[config.mk]
export PLATFORM = sky130hd
export DESIGN_NAME = http_request_head_parser
export DESIGN_NICKNAME = d
export VERILOG_FILES = /design/src/hrhp_pkg.sv /design/src/hrhp_parser.sv /design/src/http_request_head_parser.sv
export SDC_FILE = /design/constraint.sdc
export NUM_CORES = 1
export LEC_CHECK = 0
export BUFFER_PORTS_ARGS = -buffer_cell sky130_fd_sc_hd__buf_2
export CAP_MARGIN = 5
export CORE_AREA = 5 5 110 86
export CTS_CLUSTER_DIAMETER = 120
export DETAILED_ROUTE_END_ITERATION = 6
export DIE_AREA = 0 0 115 91
export GPL_ROUTABILITY_DRIVEN = 0
export PLACE_DENSITY = 0.76
export SLEW_MARGIN = 5
export SYNTH_ARGS = -nofsm -noshare
export SYNTH_HDL_FRONTEND = slang
export SYNTH_SLANG_ARGS = --single-unit
[constraint.sdc]
create_clock -name clk_i -period 5.06 [get_ports clk_i]
set_input_delay 0.253 -clock clk_i [delete_from_list [all_inputs] [get_ports clk_i]]
set_output_delay 0.253 -clock clk_i [all_outputs]
set_load 0.1 [all_outputs]
[src/hrhp_pkg.sv]
// Shared beat types, section and error codes, and match tables for the request head parser.
`default_nettype none

package hrhp_pkg;

  typedef struct packed {
    logic [7:0] in_byte;
    logic       in_last;
  } in_t;

  typedef struct packed {
    logic [7:0] out_byte;
    logic [2:0] section;
    logic [7:0] header_index;
    logic       field_start;
    logic [2:0] error_code;
    logic       request_done;
  } out_t;

  localparam int unsigned LimitW = 9;
  localparam logic [LimitW-1:0] HdrLimitReset = 9'd256;

  localparam logic [2:0] SecMethod  = 3'd0;
  localparam logic [2:0] SecPath    = 3'd1;
  localparam logic [2:0] SecVersion = 3'd2;
  localparam logic [2:0] SecHeader  = 3'd3;
  localparam logic [2:0] SecBody    = 3'd4;
  localparam logic [2:0] SecDelim   = 3'd5;

  localparam logic [2:0] ErrNone       = 3'd0;
  localparam logic [2:0] ErrMethod     = 3'd1;
  localparam logic [2:0] ErrPath       = 3'd2;
  localparam logic [2:0] ErrVersion    = 3'd3;
  localparam logic [2:0] ErrIncomplete = 3'd4;
  localparam logic [2:0] ErrTooMany    = 3'd5;

  localparam logic [7:0] ChSp    = 8'h20;
  localparam logic [7:0] ChCr    = 8'h0D;
  localparam logic [7:0] ChLf    = 8'h0A;
  localparam logic [7:0] ChSlash = 8'h2F;
  localparam logic [7:0] ChStar  = 8'h2A;

  localparam int unsigned NumMethods = 6;
  localparam int unsigned MethOptions = 4;

  localparam logic [7:0] MethodText [NumMethods][8] = '{
    '{8'h47, 8'h45, 8'h54, 8'h00, 8'h00, 8'h00, 8'h00, 8'h00},  // GET
    '{8'h50, 8'h4F, 8'h53, 8'h54, 8'h00, 8'h00, 8'h00, 8'h00},  // POST
    '{8'h50, 8'h55, 8'h54, 8'h00, 8'h00, 8'h00, 8'h00, 8'h00},  // PUT
    '{8'h44, 8'h45, 8'h4C, 8'h45, 8'h54, 8'h45, 8'h00, 8'h00},  // DELETE
    '{8'h4F, 8'h50, 8'h54, 8'h49, 8'h4F, 8'h4E, 8'h53, 8'h00},  // OPTIONS
    '{8'h48, 8'h45, 8'h41, 8'h44, 8'h00, 8'h00, 8'h00, 8'h00}   // HEAD
  };

  localparam logic [3:0] MethodLen [NumMethods] = '{
    4'd3, 4'd4, 4'd3, 4'd6, 4'd7, 4'd4
  };

  localparam logic [7:0] VersionText [8] = '{
    8'h48, 8'h54, 8'h54, 8'h50, 8'h2F, 8'h31, 8'h2E, 8'h31  // HTTP/1.1
  };

endpackage

`default_nettype wire

[src/hrhp_parser.sv]
// Per-byte parse state and tagging logic for the request head parser.
`default_nettype none

module hrhp_parser import hrhp_pkg::*; #(
  parameter int unsigned MAX_HEADER_COUNT = 256
) (
  input  wire logic              clk_i,
  input  wire logic              rst_ni,
  input  wire logic              step_i,
  input  wire in_t               item_i,
  input  wire logic [LimitW-1:0] header_limit_i,
  output      out_t              res_o
);

  localparam int unsigned CntW = $clog2(MAX_HEADER_COUNT + 1);
  localparam logic [LimitW-1:0] MaxCnt = LimitW'(MAX_HEADER_COUNT);

  typedef enum logic [2:0] {
    PhMethod  = 3'd0,
    PhPath    = 3'd1,
    PhVersion = 3'd2,
    PhHeader  = 3'd3,
    PhBody    = 3'd4,
    PhDiscard = 3'd5
  } phase_e;

  phase_e                phase_q, phase_d;
  logic [NumMethods-1:0] cand_q, cand_d;
  logic [3:0]            pos_q, pos_d;
  logic                  is_opt_q, is_opt_d;
  logic [1:0]            path_kind_q, path_kind_d;
  logic                  saw_cr_q, saw_cr_d;
  logic                  line_empty_q, line_empty_d;
  logic [CntW-1:0]       hdr_cnt_q, hdr_cnt_d;
  logic [2:0]            err_q, err_d;

  logic [NumMethods-1:0] cand_keep;
  logic                  method_ok;
  logic [LimitW-1:0]     eff_limit;
  logic [LimitW-1:0]     cnt_ext;
  logic                  limit_hit;
  logic [3:0]            pos_v;
  logic                  ver_match;
  logic                  le_mid;
  logic [2:0]            sec;
  logic                  fs;
  logic                  in_hdr;
  logic [2:0]            err_n;
  logic [7:0]            b;
  logic                  last;

  assign b    = item_i.in_byte;
  assign last = item_i.in_last;

  // Narrow the candidate set by the byte at the current position of each method.
  always_comb begin
    cand_keep = '0;
    method_ok = 1'b0;
    for (int i = 0; i < NumMethods; i++) begin
      cand_keep[i] = (pos_q < MethodLen[i]) && (b == MethodText[i][pos_q[2:0]]);
      if (cand_q[i] && (MethodLen[i] == pos_q)) begin
        method_ok = 1'b1;
      end
    end
  end

  assign eff_limit = (header_limit_i > MaxCnt) ? MaxCnt : header_limit_i;
  assign cnt_ext   = LimitW'(hdr_cnt_q);
  assign limit_hit = (cnt_ext >= eff_limit);

  // A pending CR that is not followed by LF spoils the version string.
  assign pos_v     = saw_cr_q ? 4'hF : pos_q;
  assign ver_match = !pos_v[3] && (b == VersionText[pos_v[2:0]]);

  // A CR that turned out to be content makes the header line non-empty.
  assign le_mid = saw_cr_q ? 1'b0 : line_empty_q;

  always_comb begin
    phase_d      = phase_q;
    cand_d       = cand_q;
    pos_d        = pos_q;
    is_opt_d     = is_opt_q;
    path_kind_d  = path_kind_q;
    saw_cr_d     = saw_cr_q;
    line_empty_d = line_empty_q;
    hdr_cnt_d    = hdr_cnt_q;
    err_n        = err_q;
    sec          = SecDelim;
    fs           = 1'b0;
    in_hdr       = 1'b0;

    case (phase_q)
      PhMethod: begin
        if (b == ChSp) begin
          if (method_ok) begin
            is_opt_d = cand_q[MethOptions] && (pos_q == 4'd7);
            phase_d  = PhPath;
            pos_d    = '0;
          end else begin
            err_n   = ErrMethod;
            phase_d = PhDiscard;
          end
        end else begin
          sec    = SecMethod;
          fs     = (pos_q == '0);
          cand_d = cand_q & cand_keep;
          if (pos_q != 4'hF) begin
            pos_d = pos_q + 4'd1;
          end
        end
      end
      PhPath: begin
        if (b == ChSp) begin
          if ((path_kind_q == 2'd1) || ((path_kind_q == 2'd2) && is_opt_q)) begin
            phase_d  = PhVersion;
            pos_d    = '0;
            saw_cr_d = 1'b0;
          end else begin
            err_n   = ErrPath;
            phase_d = PhDiscard;
          end
        end else begin
          sec = SecPath;
          fs  = (path_kind_q == 2'd0);
          if (path_kind_q == 2'd0) begin
            path_kind_d = (b == ChSlash) ? 2'd1 : (b == ChStar) ? 2'd2 : 2'd3;
          end else if (path_kind_q == 2'd2) begin
            path_kind_d = 2'd3;
          end
        end
      end
      PhVersion: begin
        if (saw_cr_q && (b == ChLf)) begin
          saw_cr_d = 1'b0;
          if (pos_q == 4'd8) begin
            phase_d      = PhHeader;
            line_empty_d = 1'b1;
          end else begin
            err_n   = ErrVersion;
            phase_d = PhDiscard;
          end
        end else if (b == ChCr) begin
          saw_cr_d = 1'b1;
          pos_d    = pos_v;
        end else begin
          saw_cr_d = 1'b0;
          sec      = SecVersion;
          fs       = (pos_v == '0);
          pos_d    = ver_match ? (pos_v + 4'd1) : 4'hF;
        end
      end
      PhHeader: begin
        if (saw_cr_q && (b == ChLf)) begin
          saw_cr_d = 1'b0;
          if (line_empty_q) begin
            phase_d = PhBody;
          end else begin
            hdr_cnt_d = hdr_cnt_q + CntW'(1);
          end
          line_empty_d = 1'b1;
        end else if (saw_cr_q && line_empty_q && limit_hit) begin
          // The stray CR opened a header line beyond the limit.
          saw_cr_d = 1'b0;
          err_n    = ErrTooMany;
          phase_d  = PhDiscard;
        end else begin
          line_empty_d = le_mid;
          if (b == ChCr) begin
            saw_cr_d = 1'b1;
          end else begin
            saw_cr_d = 1'b0;
            fs       = le_mid;
            if (le_mid && limit_hit) begin
              err_n   = ErrTooMany;
              phase_d = PhDiscard;
            end else begin
              line_empty_d = 1'b0;
              sec          = SecHeader;
              in_hdr       = 1'b1;
            end
          end
        end
      end
      PhBody: begin
        sec          = SecBody;
        fs           = line_empty_q;
        line_empty_d = 1'b0;
      end
      default: begin
      end
    endcase

    if (phase_d == PhDiscard) begin
      sec    = SecDelim;
      fs     = 1'b0;
      in_hdr = 1'b0;
    end
    if (last && (err_n == ErrNone) && (phase_d < PhBody)) begin
      err_n = ErrIncomplete;
    end

    err_d = err_n;
    if (last) begin
      phase_d      = PhMethod;
      cand_d       = '1;
      pos_d        = '0;
      is_opt_d     = 1'b0;
      path_kind_d  = 2'd0;
      saw_cr_d     = 1'b0;
      line_empty_d = 1'b1;
      hdr_cnt_d    = '0;
      err_d        = ErrNone;
    end
  end

  always_comb begin
    res_o.out_byte     = b;
    res_o.section      = sec;
    res_o.header_index = in_hdr ? cnt_ext[7:0] : 8'd0;
    res_o.field_start  = fs;
    res_o.error_code   = err_n;
    res_o.request_done = last;
  end

  always_ff @(posedge clk_i or negedge rst_ni) begin
    if (!rst_ni) begin
      phase_q      <= PhMethod;
      cand_q       <= '1;
      pos_q        <= '0;
      is_opt_q     <= 1'b0;
      path_kind_q  <= 2'd0;
      saw_cr_q     <= 1'b0;
      line_empty_q <= 1'b1;
      hdr_cnt_q    <= '0;
      err_q        <= ErrNone;
    end else if (step_i) begin
      phase_q      <= phase_d;
      cand_q       <= cand_d;
      pos_q        <= pos_d;
      is_opt_q     <= is_opt_d;
      path_kind_q  <= path_kind_d;
      saw_cr_q     <= saw_cr_d;
      line_empty_q <= line_empty_d;
      hdr_cnt_q    <= hdr_cnt_d;
      err_q        <= err_d;
    end
  end

  a_last_clears: assert property (@(posedge clk_i) disable iff (!rst_ni)
    step_i && last |=> (phase_q == PhMethod) && (err_q == ErrNone) && (hdr_cnt_q == '0))
    else $error("request state not cleared after the last beat");

  a_err_discards: assert property (@(posedge clk_i) disable iff (!rst_ni)
    (err_q != ErrNone) |-> (phase_q == PhDiscard))
    else $error("latched error outside the discard phase");

  a_cnt_bound: assert property (@(posedge clk_i) disable iff (!rst_ni)
    cnt_ext <= MaxCnt)
    else $error("header count above the maximum");

  a_body_sticky: assert property (@(posedge clk_i) disable iff (!rst_ni)
    step_i && (phase_q == PhBody) && !last |=> (phase_q == PhBody) && !line_empty_q)
    else $error("body phase left before the last beat");

endmodule

`default_nettype wire

[src/http_request_head_parser.sv]
// Top level of the HTTP/1.1 request head parser: handshake registers and header limit.
//
// Request bytes enter one per beat on the in channel (in_valid_i, in_stall_o,
// in_data_i). Each byte leaves on the out channel (out_valid_o, out_stall_i,
// out_data_o) tagged with its section, header line index, field start flag,
// the latched error code and a done flag on the request's last byte.
// A beat moves when valid is high and stall is low.
// A beat accepted into the input register stays there while the parse logic
// works on it, and its result is registered in the result register once that
// register is free; the receiver takes it from there. Throughput is one byte
// per cycle while the receiver does not stall; the parse state is a single
// register set updated as each byte passes into the result register.
// When the receiver stalls, the result register holds its beat and in_stall_o
// rises at once if the input register holds a byte; an empty input register
// takes one more byte first. The user writes the header limit with cfg_we_i
// and cfg_wdata_i while idle; the block itself does not enforce this. It is
// capped at MAX_HEADER_COUNT. Reset empties both registers, sets the limit to
// 256 and puts the parser at the start of a request. After each last byte the
// parse state returns to the start for the next request.
`default_nettype none

module http_request_head_parser import hrhp_pkg::*; #(
  parameter int unsigned MAX_HEADER_COUNT = 256
) (
  input  wire logic              clk_i,
  input  wire logic              rst_ni,
  input  wire logic              cfg_we_i,
  input  wire logic [LimitW-1:0] cfg_wdata_i,
  input  wire logic              in_valid_i,
  output      logic              in_stall_o,
  input  wire in_t               in_data_i,
  output      logic              out_valid_o,
  input  wire logic              out_stall_i,
  output      out_t              out_data_o
);

  logic              in_vld_q;
  in_t               in_q;
  logic              out_vld_q;
  out_t              out_q;
  logic [LimitW-1:0] hdr_limit_q;
  logic              advance;
  logic              step;
  out_t              res;

  assign advance    = !out_vld_q || !out_stall_i;
  assign in_stall_o = in_vld_q && !advance;
  assign step       = in_vld_q && advance;

  hrhp_parser #(
    .MAX_HEADER_COUNT(MAX_HEADER_COUNT)
  ) u_parser (
    .clk_i          (clk_i),
    .rst_ni         (rst_ni),
    .step_i         (step),
    .item_i         (in_q),
    .header_limit_i (hdr_limit_q),
    .res_o          (res)
  );

  always_ff @(posedge clk_i or negedge rst_ni) begin
    if (!rst_ni) begin
      in_vld_q    <= 1'b0;
      out_vld_q   <= 1'b0;
      hdr_limit_q <= HdrLimitReset;
    end else begin
      if (!in_stall_o) begin
        in_vld_q <= in_valid_i;
      end
      if (advance) begin
        out_vld_q <= in_vld_q;
      end
      if (cfg_we_i) begin
        hdr_limit_q <= cfg_wdata_i;
      end
    end
  end

  always_ff @(posedge clk_i) begin
    if (in_valid_i && !in_stall_o) begin
      in_q <= in_data_i;
    end
    if (step) begin
      out_q <= res;
    end
  end

  assign out_valid_o = out_vld_q;
  assign out_data_o  = out_q;

endmodule

`default_nettype wire
==> results by group, run 1 <==
Die
  • Chip Height: 91 um
  • Die Area: 10500 sq um
  • # IOs: 49
  • Initial Util: 57.8%
  • Die width: 115 um
  • # rows: 29
  • Core ar.: 8270 sq um

GRT
  • Vias in the first global route: 3826
  • Initial antenna violation count: 0
  • Total grt overflow: 0
  • Gr usage total: 23.4%
  • First-pass GRT wire length: 19.7 mm
  • Pin count of the biggest net entering global routing: 42

Run
  • Max_cap viols: 0

Clock network
  • Cts bufs inserted: 9
  • Cts hold-fix bufs: 0
  • Clock latency on the worst-skew pair: 0.37 ns
  • Clk sink count: 74
  • Post-CTS setup buffers: 0
  • CTS tree: done
  • Post-CTS sizing: 0
  • Clock root buffer: clkbuf_8
  • CTS clock-pin slew for the worst setup and hold paths: 0.08 ns
  • H-tree depth: 3
  • Clock Path Buffers: 2

Route
  • DR vias: 4112
  • Mean routed wirelength per cell: 18.6 um
  • Drt pass-1 iters: 5
  • Antenna Nets Post-Route: 0
  • Drt total wl: 12.0 mm
  • Drt via density: 6.40
  • DRT iter0 DRCs: 519
  • # DRC: 0

Synth
  • Cell variety after synth: 73
  • Sequential fraction of the synthesis area: 42.4%
  • FFs w/ async S/R, synth: 55.4%
  • Syn. warnings: 0
  • Yosys reg bits: 74
  • Synthesized cell area: 4780 sq um
  • Most used DFF post-synth: edfxtp_1
  • Mean area per synthesized cell: 9.49 sq um
  • Number of flops mapped to enable cells by yosys: 33
  • Mapped Nets: 548
  • Cells after Synth: 504

Power and ir drop
  • Pwr/cell area: 361 nW/um^2
  • Power, Total: 0.00189 W
  • Peak VDD IR: 0.000225 V
  • Static Leak: 2.13 nW

Worst setup path
  • Crit path launch: in_q[1]$_DFFE_PP_
  • Worst reg-to-reg path cell count: 5
  • Arrival @ worst endpoint: 3.24 ns
  • Cell Chain, Critical Path: nor2_1 -> nand4_1 -> a2111oi_0 -> nor3_1 -> o311a_1
  • Crit-path max FO: 22
  • Family with the most delay on the worst path: compound AO/OA/AOI/OAI gates
  • Critical path endpoint category: register
  • CP Data Required Time: 5.17 ns
  • Max incr delay on CP: 0.89 ns
  • Critical-path top delay cell: a2111oi_0
  • R2r setup slk: 1.93 ns
  • Worst r2r src: in_q[1]$_DFFE_PP_
  • FF-to-FF End: out_data_o[4]$_SDFFCE_PN0P_
  • CP Class: register to register
  • CP startpoint kind: register
  • Buf/Inv on CP: 0

STA
  • Fmax: 320 MHz
  • Worst-margin pin slew: 0.963 ns
  • RSZ-0062 raised after global routing: no
  • Final hold viol count: 0
  • Final Setup Violations: 0
  • Sum of negative setup slack: 0 ns
  • Final min period: 3.13 ns
  • Final Cycle Share: 61.8%
  • Slew Limit Headroom: 34.1%
  • Final Skew: 0.00893 ns
  • Fin. max-slew vios: 0

Outcome
  • Status: complete, no violations

Cells and area
  • Layout cells sized above 1: 18.5%
  • Antenna Cells: 0
  • # nets final: 574
  • Area grow syn2layout: 9.44%
  • Fin area: 5240 sq um

Hold path
  • Kind of path behind the tightest hold check: primary input to async pin

Placed design
  • Area after DPL: 5020 sq um
  • Port bufs: 48
  • Hpwl dp: 8.41 mm
==> stage by stage <==
step	util (%)	setup WS [ns]	hold WS (ns)	instances
4_1_cts	63.3	2.06	0.0458	643
2_1_floorplan	-	2.15	-0.0426	504
6_report	63.3	1.93	0.0344	643
3_3_place_gp	60.7	2.11	0.430	627
3_5_place_dp	60.7	2.08	0.433	627
5_1_grt	63.3	1.75	0.0423	643
==> cells by family (layout without fill, tap and decap cells) <==
kind of cell | count (synthesis) | in the layout | synth area share [%]
DFF | 74 | 74 | 42.4
adders and majority gates | 21 | 21 | 5.49
xor gates and xnor gates | 26 | 26 | 4.76
muxes | 10 | 10 | 2.33
buffers and inverters | 50 | 81 | 4.29
and+or+nand+nor | 195 | 195 | 22.9
AOI/OAI and AO/OA | 128 | 128 | 17.9
==> power by group <==
part | internal (W) | total (W) | leakage [nW] | switching [W]
sequential | 0.000685 | 0.000758 | 0.840 | 0.0000729
combinational | 0.000219 | 0.000653 | 1.18 | 0.000434
clock | 0.000253 | 0.000480 | 0.114 | 0.000228
==> worst reg2reg max path: stages (launching register included) <==
cell,delay [ns]
edfxtp_1,0.71
nor2_1,0.36
nand4_1,0.42
a2111oi_0,0.89
nor3_1,0.11
o311a_1,0.38
==> flip-flops by register name, indices dropped and copies added, names as in the netlist, 2 cells and up <==
| register | cells |
|---|---|
| out_data_o | 24 |
| u_parser.cand_q | 6 |
| u_parser.err_q | 3 |
| u_parser.path_kind_q | 2 |
| u_parser.cnt_ext | 9 |
| u_parser.phase_q | 3 |
| u_parser.pos_q | 4 |
| in_q | 9 |
| hdr_limit_q | 9 |
==> routing by layer <==
metal	vias to the layer above	share of wire [%]	GRT usage, %
met5	-	0	0
met4	0	1.2	5.77
met3	14	11	6.91
met2	238	42	32.3
met1	1932	46	36.0
li1	1928	-	-
==> worst max path at each step <==
stage                                          endpoint  slack [ns]  depth (start not counted)
after CTS                   out_data_o[4]$_SDFFCE_PN0P_        2.06                          5
after global placement      out_data_o[4]$_SDFFCE_PN0P_        2.11                          8
after detailed placement    out_data_o[4]$_SDFFCE_PN0P_        2.08                          5
final                       out_data_o[4]$_SDFFCE_PN0P_        1.93                          5
after floorplan           u_parser.saw_cr_q$_DFFE_PN0P_        2.15                          6
after global routing        out_data_o[4]$_SDFFCE_PN0P_        1.75                          5
==> cell usage after synthesis, types with 4 or more instances <==
| cell type | n | area share, % |
|---|---|---|
| nand2_1 | 42 | 3.3 |
| o31ai_1 | 10 | 1.6 |
| buf_2 | 8 | 0.84 |
| clkbuf_1 | 23 | 1.8 |
| nor2b_1 | 5 | 0.65 |
| xnor2_1 | 8 | 1.5 |
| edfxtp_1 | 33 | 21 |
| dfstp_2 | 8 | 4.4 |
| a22o_1 | 4 | 0.73 |
| o21ai_0 | 34 | 3.6 |
| mux2_2 | 9 | 2.1 |
| nor2_1 | 39 | 3.1 |
| or2_2 | 4 | 0.52 |
| a211oi_1 | 6 | 0.94 |
| xor2_1 | 18 | 3.3 |
| a21oi_1 | 26 | 2.7 |
| or3_1 | 7 | 0.92 |
| ha_1 | 21 | 5.5 |
| and2_1 | 9 | 1.2 |
| nand4_1 | 12 | 1.6 |
| nor4_1 | 5 | 0.65 |
| o2111ai_1 | 5 | 0.92 |
| dfrtp_1 | 33 | 17 |
| a31oi_1 | 12 | 1.6 |
| inv_1 | 13 | 1.0 |
| nand2b_1 | 12 | 1.6 |
| nor3_1 | 10 | 1.0 |
| nand3_1 | 14 | 1.5 |
==> cell usage in the layout (no fill, tap or decap), types with 13 or more instances in the layout <==
cell / synthesis / layout
buf_2: 8 / 48
o21ai_0: 34 / 34
inv_1: 13 / 13
edfxtp_1: 33 / 33
ha_1: 21 / 21
dfrtp_1: 33 / 33
a21oi_1: 26 / 26
xor2_1: 18 / 18
nor2_1: 39 / 39
nand3_1: 14 / 14
nand2_1: 42 / 42
==> final cells by class <==
type,count,area (sq um)
flip-flops and latches,74,2030
fillers,695,3040
clock buffers,12,188
well taps,108,135
inverters,16,60.1
repair buffers,49,248
multi-input cells,380,2550
clock inverters,4,26.3
No activity file was read; power rests on OpenSTA's default activity.
==> inputs of run 2 (changes only) <==
- clock period: 5.06 -> 3 ns (I/O delays scaled with it)
==> results by group, run 2 (synthesis results as in run 1) <==
Outcome
  • Status: complete, no violations

Hold path
  • Hold depth: 2
  • Hold_sp: cfg_wdata_i[3]
  • Hold Path End: hdr_limit_q[3]$_DFFE_PN0P_
  • Kind of path behind the tightest hold check: primary input to register

STA
  • Fmax: 360 MHz
  • Slew Limit Headroom: 35.1%
  • Hold Worst Slack: 0.0238 ns
  • Final min period: 2.77 ns
  • Fin. max-slew vios: 0
  • Sum of negative setup slack: 0 ns
  • Worst-margin pin slew: 0.973 ns
  • Final hold viol count: 0
  • Final Skew: 0.0115 ns
  • Final Cycle Share: 92.5%
  • RSZ-0062 raised after global routing: no
  • Final Setup Violations: 0

Worst setup path
  • FF-to-FF End: out_data_o[4]$_SDFFCE_PN0P_
  • Crit-path max FO: 9
  • Cell Chain, Critical Path: clkinv_1 -> ha_1 -> nand2_1 -> o21ai_0 -> a211oi_1 -> o31ai_1 -> o211ai_1 -> o311a_1
  • Max incr delay on CP: 0.54 ns
  • CP startpoint kind: register
  • Arrival @ worst endpoint: 2.87 ns
  • Critical-path top delay cell: dfstp_2
  • Worst r2r src: hdr_limit_q[8]$_DFFE_PN1P_
  • CP Class: register to register
  • R2r setup slk: 0.23 ns
  • Family with the most delay on the worst path: compound AO/OA/AOI/OAI gates
  • Worst path depth: 8
  • Worst reg-to-reg path cell count: 8
  • CP Data Required Time: 3.10 ns
  • Buf/Inv on CP: 1
  • Critical path endpoint category: register

Clock network
  • CTS clock-pin slew for the worst setup and hold paths: 0.08 ns
  • Post-CTS sizing: 0
  • Clock root buffer: clkbuf_8
  • Clock Path Buffers: 2
  • H-tree depth: 3
  • Clock latency on the worst-skew pair: 0.36 ns
  • Clk sink count: 74
  • CTS tree: done
  • Cts bufs inserted: 9

GRT
  • Met1 Usage GRT: 38.6%
  • Met3 Resource Use GR: 8.31%
  • Initial antenna violation count: 0
  • First-pass GRT wire length: 21.7 mm
  • Met2 global-route usage: 35.9%
  • Total grt overflow: 0
  • Gr usage total: 26.0%
  • Pin count of the biggest net entering global routing: 42
  • Most Crowded Layer GR: met1
  • Vias in the first global route: 4300

Cells and area
  • Number of flip-flops in the largest register: 24
  • Most frequent cells in the layout: 48 x buf_2, 42 x nand2_1, 39 x nor2_1, 34 x o21ai_0
  • Area grow syn2layout: 15.9%
  • Layout cells sized above 1: 21.4%
  • # nets final: 610
  • Most common cell after layout, fill and taps aside: buf_2
  • Antenna Cells: 0
  • Final Util: 67.0%

Die
  • Core ar.: 8270 sq um
  • # rows: 29
  • Chip Height: 91 um
  • Die width: 115 um
  • Initial Util: 57.8%
  • Die Area: 10500 sq um
  • # IOs: 49

Route
  • DR vias: 4371
  • Antenna Nets Post-Route: 0
  • Mean routed wirelength per cell: 19.2 um
  • Drt via density: 6.44
  • # DRC: 0
  • Drt total wl: 13.0 mm
  • DRT iter0 DRCs: 566
  • Drt pass-1 iters: 5

Power and ir drop
  • Static Leak: 2.31 nW
  • Peak VDD IR: 0.000541 V
  • Pwr/cell area: 594 nW/um^2

Placed design
  • Hpwl dp: 9.06 mm
  • Port bufs: 48

Run
  • Max_cap viols: 0
run 2: cell types whose count changed in the layout (fill, tap and decap cells not counted), sizes merged:
| cell | before | now |
|---|---|---|
| inv | 16 | 13 |
| buf | 49 | 73 |
| clkinv | 4 | 5 |
| clkbuf | 12 | 13 |
| bufinv | 0 | 1 |
| dlygate4sd3 | 0 | 12 |
run 2: worst reg2reg max path, delay by kind of cell, from the launching register on:
kind                     cells  cell delay (ns)
AO/OA/AOI/OAI                5             1.33
flip-flops                   1             0.54
adder cells (fa/ha/maj)      1             0.40
buffers and inverters        1             0.20
AND/OR/NAND/NOR              1             0.06
run 2: how the worst max path moves through the flow:
stage | start | to
6_report | hdr_limit_q[8]$_DFFE_PN1P_ | out_data_o[4]$_SDFFCE_PN0P_
5_1_grt | hdr_limit_q[8]$_DFFE_PN1P_ | out_data_o[3]$_DFFE_PP_
4_1_cts | u_parser.pos_q[1]$_DFFE_PN0P_ | out_data_o[3]$_DFFE_PP_
3_5_place_dp | u_parser.pos_q[1]$_DFFE_PN0P_ | out_data_o[3]$_DFFE_PP_
3_3_place_gp | hdr_limit_q[8]$_DFFE_PN1P_ | out_data_o[4]$_SDFFCE_PN0P_
2_1_floorplan | out_valid_o$_DFFE_PN0N_ | u_parser.saw_cr_q$_DFFE_PN0P_
run 2: where the power goes:
part           total, W  internal [W]  switching (W)
clock network  0.000851      0.000481       0.000370
registers       0.00122       0.00116      0.0000658
logic           0.00122      0.000417       0.000803
total           0.00329       0.00205        0.00124
run 2: timing repair:
action | CTS | global route
setup buffers | 0 | 0
hold endpoints to repair | 43 | 1
hold buffers | 11 | 1
run 2: per-layer routing:
layer / part of all wire (%) / vias to the layer above
li1: - / 1999
met1: 44 / 2057
met2: 42 / 276
met3: 12 / 39
met4: 2.0 / 0
met5: 0 / -
run 2: through the flow:
| stage | worst slack (ns) | total power, W | instance area (sq um) | cells |
|---|---|---|---|---|
| after floorplan | 0.0881 | 0.00213 | 4780 | 504 |
| after global routing | 0.0314 | 0.00348 | 5550 | 679 |
| final | 0.225 | 0.00329 | 5550 | 679 |
| after CTS | 0.285 | 0.00328 | 5540 | 678 |
| after global placement | 0.449 | 0.00239 | 5200 | 651 |
| after detailed placement | 0.316 | 0.00242 | 5200 | 651 |
run 2: cell type report:
type	instances	area, sq um
tap	108	135
inverter	16	60.1
clock buffer	13	180
fill	659	2730
sequential	74	2030
clock inverter	3	43.8
timing repair buffer	85	548
multi-input combinational	380	2550
==> inputs of run 3 (changes only) <==
- CORE_AREA: 5 5 110 86 -> 5 5 115 90
- DIE_AREA: 0 0 115 91 -> 0 0 120 95
- PLACE_DENSITY: 0.76 -> 0.73
- clock period: 3 -> 2.45 ns (I/O delays scaled with it)
==> results by group, run 3 (synthesis results as in run 1) <==
Placed design
  • Placed cell count: 687
  • Hpwl dp: 9.52 mm
  • Port bufs: 48

Run
  • Max_cap viols: 0

Hold path
  • Kind of path behind the tightest hold check: primary input to register
  • Hold depth: 2

Cells and area
  • Area grow syn2layout: 25.9%
  • Most common cell after layout, fill and taps aside: buf_4
  • Most frequent cells in the layout: 57 x buf_4, 48 x buf_2, 38 x nand2_1, 35 x nor2_1
  • Layout cells sized above 1: 31.1%
  • # nets final: 644
  • Fin cells: 720
  • Filler cell count: 683
  • Number of flip-flops in the largest register: 24
  • Antenna Cells: 0

STA
  • RSZ-0062 raised after global routing: yes
  • Sum of negative setup slack: 0 ns
  • Slew Limit Headroom: 36.3%
  • Final Cycle Share: 99.6%
  • Fin. max-slew vios: 0
  • Final Skew: 0.00904 ns
  • Final Setup Violations: 0
  • Fmax: 410 MHz
  • Final hold viol count: 0
  • Worst-margin pin slew: 0.956 ns
  • Final min period: 2.44 ns

Die
  • # rows: 31
  • # IOs: 49
  • Core ar.: 9270 sq um
  • Chip Height: 95 um
  • Die width: 120 um
  • Initial Util: 51.6%
  • Die Area: 11400 sq um

Worst setup path
  • CP Data Required Time: 2.62 ns
  • CP Class: register to register
  • CP startpoint kind: register
  • Critical path endpoint category: register
  • Arrival @ worst endpoint: 2.61 ns
  • Crit-path max FO: 5
  • Worst reg-to-reg path cell count: 10

Outcome
  • Status: complete, no violations

Route
  • Drt via density: 6.23
  • DR vias: 4482
  • Drt pass-1 iters: 5
  • DRT iter0 DRCs: 416
  • Mean routed wirelength per cell: 18.9 um
  • # DRC: 0
  • Drt total wl: 13.6 mm
  • Antenna Nets Post-Route: 0

GRT
  • Vias in the first global route: 4303
  • First-pass GRT wire length: 22.3 mm
  • Initial antenna violation count: 0
  • Pin count of the biggest net entering global routing: 42
  • Gr usage total: 25.2%
  • Total grt overflow: 0

Power and ir drop
  • Peak VDD IR: 0.000528 V
  • Pwr/cell area: 742 nW/um^2
  • Static Leak: 2.52 nW

Clock network
  • Clock root buffer: clkbuf_16
  • Cts bufs inserted: 9
  • H-tree depth: 3
  • Clk sink count: 74
  • CTS tree: done
  • Clock latency on the worst-skew pair: 0.35 ns
  • CTS clock-pin slew for the worst setup and hold paths: 0.06 ns
  • Clock Path Buffers: 2
-- run 3: what timing repair did --
| item | 4_1_cts | 5_1_grt |
|---|---|---|
| endpoints found under the hold margin | 45 | 0 |
| gates cloned | 0 | 1 |
| resized for setup | 4 | 30 |
| buffers inserted | 1 | 2 |
| setup endpoints to repair | 14 | 9 |
| hold buffers | 13 | 0 |
| pin swaps | 2 | 13 |
-- run 3: worst max-delay path, cell delays in order, from the launching register on --
cell and delay, ns:
dfstp_2 0.58, clkinv_4 0.10, nand2_2 0.07, ha_1 0.25
nand4_1 0.19, nor2_2 0.08, a22oi_2 0.21, a211oi_2 0.12
buf_4 0.15, a311o_1 0.32, o31ai_1 0.21
-- run 3: cell type report --
type,count,area [sq um],area share [%]
inverters,16,66.3,1.10
repair inverters,1,5.00,0.0831
well taps,115,144,2.39
clock inverters,7,68.8,1.14
flip-flops and latches,74,2030,33.6
multi-input cells,380,2690,44.7
clock buffers,9,225,3.74
repair buffers,118,798,13.3
-- run 3: routing by layer --
metal	part of all wire [%]	GRT usage [%]
met1	44	34.8
met2	43	37.5
met3	11	8.20
met4	1.7	8.20
met5	0	0
-- run 3: worst paths after layout --
check	startpoint	end	slack [ns]
setup / recovery	hdr_limit_q[8]$_DFFE_PN1P_	out_data_o[3]$_DFFE_PP_	0.009
hold / removal	cfg_wdata_i[0]	hdr_limit_q[0]$_DFFE_PN0P_	0.01
setup reg to reg	hdr_limit_q[8]$_DFFE_PN1P_	out_data_o[3]$_DFFE_PP_	0.009
hold reg to reg	u_parser.cand_q[1]$_DFFE_PN1P_	u_parser.cand_q[1]$_DFFE_PN1P_	0.49
max in group asynchronous	rst_ni	u_parser.pos_q[1]$_DFFE_PN0P_	1.39
min in group asynchronous	rst_ni	u_parser.err_q[2]$_DFFE_PN0P_	0.47
-- run 3: through the flow --
stage          utilization (%)  hold WS, ns  area (sq um)  power (W)  setup WS, ns
2_1_floorplan                -       -0.173          4800    0.00263       -0.0628
3_3_place_gp              58.6        0.300          5440    0.00299       -0.0346
3_5_place_dp              58.6        0.301          5440    0.00304        -0.179
4_1_cts                   63.5      0.00202          5880    0.00439        0.0241
5_1_grt                   65.0       0.0153          6020    0.00470       -0.0488
6_report                  65.0       0.0135          6020    0.00447       0.00887
-- run 3: where the power goes --
group          internal (W)  switching, W
logic              0.000609       0.00104
clock network      0.000786      0.000531
registers           0.00142     0.0000814
total               0.00281       0.00166
